`src/rtl/assert_macros.svh`:
```
// Assertion macros shared by the scheduler RTL.
`ifndef ASSERT_MACROS_SVH
`define ASSERT_MACROS_SVH

// Checks a property on every rising clk edge while reset is released.
`define BPTS_ASSERT(label, prop, msg) \
  label: assert property (@(posedge clk) disable iff (!rst_n) prop) else $error(msg);

// Checks that a condition never holds while reset is released.
`define BPTS_NEVER(label, cond, msg) \
  label: assert property (@(posedge clk) disable iff (!rst_n) !(cond)) else $error(msg);

`endif

```
`src/rtl/bpts_pkg.sv`:
```
// Shared types and constants of the bitmap priority task scheduler.
package bpts_pkg;

  localparam int PRIO_W   = 6;
  localparam int REQ_W    = 5;
  localparam int WORD_W   = 32;
  localparam int CMD_W    = 2;
  localparam int STAT_W   = 3;
  localparam int IN_TDATA_W  = 80;
  localparam int OUT_TDATA_W = 80;

  localparam logic [CMD_W-1:0] CMD_CALL    = 2'd0;
  localparam logic [CMD_W-1:0] CMD_RAISE   = 2'd1;
  localparam logic [CMD_W-1:0] CMD_RESTORE = 2'd2;

  localparam logic [STAT_W-1:0] ST_RUN_NOW    = 3'd0;
  localparam logic [STAT_W-1:0] ST_QUEUED     = 3'd1;
  localparam logic [STAT_W-1:0] ST_DROPPED    = 3'd2;
  localparam logic [STAT_W-1:0] ST_DISPATCH   = 3'd3;
  localparam logic [STAT_W-1:0] ST_RESUME     = 3'd4;
  localparam logic [STAT_W-1:0] ST_RAISED     = 3'd5;
  localparam logic [STAT_W-1:0] ST_NOT_RAISED = 3'd6;

  localparam logic [PRIO_W-1:0] PRIO_IDLE = 6'h3f;

  // Datapath operations issued by the controller, one per cycle.
  typedef enum logic [4:0] {
    OP_NOP,
    OP_LATCH,
    OP_RUN,
    OP_RAISE,
    OP_NOT_RAISED,
    OP_DROP,
    OP_RESUME,
    OP_ENQ_RD,
    OP_ENQ_NEW,
    OP_ENQ_TRD,
    OP_ENQ_LNK,
    OP_ENQ_FIN,
    OP_DQ_TAIL,
    OP_DQ_LAST,
    OP_DQ_FIRST,
    OP_DQ_UNLINK,
    OP_DQ_FREE
  } dp_op_t;

  typedef struct packed {
    dp_op_t op;
    logic   emit;
  } dp_cmd_t;

  typedef struct packed {
    logic [CMD_W-1:0] cmd;
    logic             run_ok;
    logic             free_empty;
    logic             resume;
    logic             level_pend;
  } dp_stat_t;

  typedef struct packed {
    logic [STAT_W-1:0] status;
    logic [WORD_W-1:0] run_func;
    logic [WORD_W-1:0] run_message;
    logic [PRIO_W-1:0] result_priority;
    logic [PRIO_W-1:0] now_priority;
  } result_t;

endpackage

```
`src/rtl/bpts_ctrl.sv`:
```
// Sequencer of the scheduler: steps the datapath through each request.
module bpts_ctrl
  import bpts_pkg::*;
(
  input  logic     clk,
  input  logic     rst_n,
  input  logic     in_valid,
  output logic     in_ready,
  input  logic     out_busy,
  input  dp_stat_t stat,
  output dp_cmd_t  dcmd
);

  typedef enum logic [3:0] {
    S_IDLE,
    S_EXEC,
    S_ENQ_SEL,
    S_ENQ_LNK,
    S_ENQ_FIN,
    S_DQ_LAST,
    S_DQ_FIRST,
    S_DQ_UNLINK,
    S_DQ_FREE
  } state_t;

  state_t state_r, state_nxt;

  assign in_ready = (state_r == S_IDLE);

  always_comb begin
    state_nxt = state_r;
    dcmd.op   = OP_NOP;
    dcmd.emit = 1'b0;
    unique case (state_r)
      S_IDLE: begin
        if (in_valid) begin
          dcmd.op   = OP_LATCH;
          state_nxt = S_EXEC;
        end
      end
      S_EXEC: begin
        case (stat.cmd)
          CMD_CALL: begin
            if (stat.run_ok || stat.free_empty) begin
              if (!out_busy) begin
                dcmd.op   = stat.run_ok ? OP_RUN : OP_DROP;
                dcmd.emit = 1'b1;
                state_nxt = S_IDLE;
              end
            end else begin
              dcmd.op   = OP_ENQ_RD;
              state_nxt = S_ENQ_SEL;
            end
          end
          CMD_RAISE: begin
            if (!out_busy) begin
              dcmd.op   = stat.run_ok ? OP_RAISE : OP_NOT_RAISED;
              dcmd.emit = 1'b1;
              state_nxt = S_IDLE;
            end
          end
          CMD_RESTORE: begin
            if (stat.resume) begin
              if (!out_busy) begin
                dcmd.op   = OP_RESUME;
                dcmd.emit = 1'b1;
                state_nxt = S_IDLE;
              end
            end else begin
              dcmd.op   = OP_DQ_TAIL;
              state_nxt = S_DQ_LAST;
            end
          end
          default: state_nxt = S_IDLE;
        endcase
      end
      S_ENQ_SEL: begin
        if (stat.level_pend) begin
          dcmd.op   = OP_ENQ_TRD;
          state_nxt = S_ENQ_LNK;
        end else if (!out_busy) begin
          dcmd.op   = OP_ENQ_NEW;
          dcmd.emit = 1'b1;
          state_nxt = S_IDLE;
        end
      end
      S_ENQ_LNK: begin
        dcmd.op   = OP_ENQ_LNK;
        state_nxt = S_ENQ_FIN;
      end
      S_ENQ_FIN: begin
        if (!out_busy) begin
          dcmd.op   = OP_ENQ_FIN;
          dcmd.emit = 1'b1;
          state_nxt = S_IDLE;
        end
      end
      S_DQ_LAST: begin
        dcmd.op   = OP_DQ_LAST;
        state_nxt = S_DQ_FIRST;
      end
      S_DQ_FIRST: begin
        dcmd.op   = OP_DQ_FIRST;
        state_nxt = S_DQ_UNLINK;
      end
      S_DQ_UNLINK: begin
        dcmd.op   = OP_DQ_UNLINK;
        state_nxt = S_DQ_FREE;
      end
      S_DQ_FREE: begin
        if (!out_busy) begin
          dcmd.op   = OP_DQ_FREE;
          dcmd.emit = 1'b1;
          state_nxt = S_IDLE;
        end
      end
      default: state_nxt = S_IDLE;
    endcase
  end

  always_ff @(posedge clk) begin
    if (!rst_n) begin
      state_r <= S_IDLE;
    end else begin
      state_r <= state_nxt;
    end
  end

endmodule

```
`config.mk`:
```
export PLATFORM = sky130hd
export DESIGN_NAME = bpts_ctrl
export DESIGN_NICKNAME = d
export VERILOG_FILES = /design/src/rtl/assert_macros.svh /design/src/rtl/bpts_pkg.sv /design/src/rtl/bpts_ctrl.sv
export SDC_FILE = /design/constraint.sdc
export NUM_CORES = 1
export LEC_CHECK = 0
export ABC_AREA = 1
export BUFFER_PORTS_ARGS = -buffer_cell sky130_fd_sc_hd__buf_4
export CAP_MARGIN = 25
export CORE_MARGIN = 1
export CORE_UTILIZATION = 35
export CTS_BUF_LIST = sky130_fd_sc_hd__clkbuf_4 sky130_fd_sc_hd__clkbuf_8
export DETAILED_ROUTE_END_ITERATION = 12
export PLACE_DENSITY_LB_ADDON = 0.15
export SLEW_MARGIN = 30
export SYNTH_ARGS = -nofsm -noshare
export SYNTH_HDL_FRONTEND = slang
export SYNTH_SLANG_ARGS = --single-unit
```
`constraint.sdc`:
```
create_clock -name clk -period 1.97 [get_ports clk]
set_input_delay 0.394 -clock clk [delete_from_list [all_inputs] [get_ports clk]]
set_output_delay 0.394 -clock clk [all_outputs]
set_load 0.005 [all_outputs]
```
==> summary.md <==
| Metric | Value |
|---|---|
| Crit path launch | state_r[2] |
| Root buf cell | clkbuf_4 |
| DR iter-0 viols | 42 |
| Yosys warns | 0 |
| Vias in the first global route | 561 |
| Final non-filler cell total | ~140 |
| CP most frequent cell | inv_1 |
| CP Data Required Time | roughly 1.6 ns |
| Pwr dens | between 400 and 500 nW/um^2 |
| Final wirelength | ~1.4 mm |
| FP Rows | 13 |
| Number of diodes | 0 |
| Buf/Inv on CP | 3 |
| Routed wire per std cell | 9.97 um |
| Die width | around 41 um |
| Seq pwr share | 0.303 |
| Max Cap Viol | 0 |
| Routed vias | 703 |
| CTS max path bufs | 2 |
| Total Nets Final | roughly 140 |
| CTS tree | built |
| Biggest regs | state_r (4) |
| Placed cells | around 140 |
| F_max | 0.552 GHz |
| Setup_tns | 0 ns |
| Relative slew slack | 0.807 |
| Drc violations | 0 |
| Seq cells post-synth | 4 |
| Max-slew violations | 0 |
| Hold Path Stages | 3 |
| Ports | 17 |
| Reg-to-reg critical path startpoint | state_r[2] |
| Hold_buf cts | 0 |
| Unrepaired setup endpoints after global routing | no |
| GRT Overall Usage | 0.163 |
| Sw Share | 0.328 |
| Cell chain of the critical path | inv_1 -> nor2_2 -> inv_1 -> o21ai_0 -> nor3_1 -> nand2_1 -> buf_4 |
| Critical Path Stages | 7 |
| Vias/cell | roughly 5.1 |
| Commonest cells after routing, fill and taps aside | nand2_1, inv_1, buf_4 |
| TritonCTS buffer count | 3 |
| Internal power | approximately 0.00020 W |
| Hpwl dp | 1.13 mm |
| Share of cells above drive strength 1 | 0.236 |
| Worst hold-check path type | input pin to flip-flop |
| Data arrival, critical path | 1.42 ns |
| Commonest non-fill, non-tap cell in the layout | nand2_1 |
| Crit-path max cell delay | around 0.38 ns |
| Layout area overhead | 28.7% |
| Worst-margin pin slew | about 0.29 ns |
| RD Place Congestion | 0.923 |
| Distinct cells, synth | 16 |
| Detail Route Antenna Nets | 0 |
| Setup Buffers After CTS | 0 |
| Kind of cell adding the most delay to the critical path | flip-flops |
| Final setup fails | 0 |
| First-pass GRT wire length | approximately 2.2 mm |
| Final Hold Viols | 0 |
| CP endpoint kind | output pin |
| Post-CTS Resized | 0 |
| Comb pwr share | 0.370 |
| Die height | about 41 um |
| Placeable core region | about 1400 um^2 |
| Clk_lat worst skew | roughly 0.23 ns |
| DRT Pass-1 Iters | 4 |
| Clk_skew | 0.00340 ns |
| Die area | 1720 um^2 |
| Buffers added on ports | 16 |
| Clk slew on worst S/H paths | ~0.040 ns |
| Syn avg cell area | between 5 and 6 um^2 |
| Critical path class | flip-flop to output pin |
| Reg2Reg Depth | 8 |
| Max reg flops | 4 |
| Tcrit/Tclk final | 0.919 |
| Biggest register | state_r |
| Hold Path Origin | rst_n |
| Static Leakage | 0.410 nW |
| Sequential area share after synthesis | 0.147 |
| Status | completed |
| Htree depth | 1 |
| Peak supply drop | around 0.28 mV |
| Net switching power | ~0.000098 W |
| Minimum clock period | between 1.5 and 2 ns |
| Clock tree sinks | 4 |
| Syn Inst Count | ~110 |
| Post-Syn Nets | about 120 |
| Initial antenna violation count | 0 |
| Startpoint types | flip-flop |
| Grt total ovfl | 0 |
| Clock power frac | 0.327 |
| Crit path max-delay cell type | dfxtp_1 |
| Initial core utilization | 0.395 |
| Mapped Area | between 500 and 600 um^2 |
| Largest net degree at the start of global routing | 12 |
| CP Max Fanout | 6 |
final timing paths:
kind,to,slack (ns)
worst max register to register,state_r[1],0.78
worst min register to register,state_r[3],0.56
worst max-delay path,dcmd[1],0.16
worst min-delay path,state_r[1],0.36
worst reg2reg max path, delay by kind of cell, from the launching register on:
family	cells	cell delay, ns
flip-flops	1	0.38
AND/OR/NAND/NOR	6	0.64
buffers and inverters	2	0.12
power by group through the flow:
stage               Combinational [W]   Clock, W  Sequential [W]
global placement             0.000110          0       0.0000918
CTS                          0.000110   0.000102       0.0000905
global route                 0.000122   0.000111       0.0000909
floorplan                   0.0000643          0       0.0000907
detailed placement           0.000109          0       0.0000917
finish                       0.000110  0.0000978       0.0000906
Yosys cell counts:
master	number	share of area
nor2_1	12	0.083
nor2_4	2	0.041
o2111ai_1	1	0.016
buf_2	1	0.0092
nand2_1	26	0.18
nand4_1	3	0.034
o21ai_0	5	0.046
nand2_2	2	0.023
inv_1	20	0.14
inv_2	1	0.0069
nor2_2	5	0.057
nand3_1	15	0.14
a21oi_1	4	0.037
o211ai_1	2	0.028
dfxtp_1	4	0.15
nor3_1	2	0.018
metal layers:
metal	up-vias	part of all wire	global-route usage
met4	0	0	0.0387
met2	32	0.43	0.244
met3	0	0.081	0.0565
li1	373	-	-
met1	298	0.49	0.222
met5	-	0	0
final cells by class:
class / count / area (um^2)
flip-flops and latches: 4 / 80.1
fillers: 155 / 681
multi-input cells: 79 / 382
clock buffers: 3 / 22.5
inverters: 21 / 78.8
well taps: 15 / 18.8
repair buffers: 16 / 120
stage by stage:
stage	area [um^2]	util	total power, W	hold slack, ns	setup slack [ns]
finish	702	0.508	0.000299	0.361	0.159
global route	702	0.508	0.000324	0.371	0.0232
CTS	702	0.508	0.000303	0.354	0.170
detailed placement	679	0.491	0.000201	0.558	0.302
global placement	679	0.491	0.000201	0.563	0.296
floorplan	546	-	0.000155	0.492	0.618
kinds of logic after synthesis:
logic type | count (synthesis) | share of synthesized area
and+or+nand+nor | 67 | 0.573
buffers and inverters | 22 | 0.154
DFF | 4 | 0.147
AOI/OAI and AO/OA | 12 | 0.126
Power figures use the tool's default switching activity.
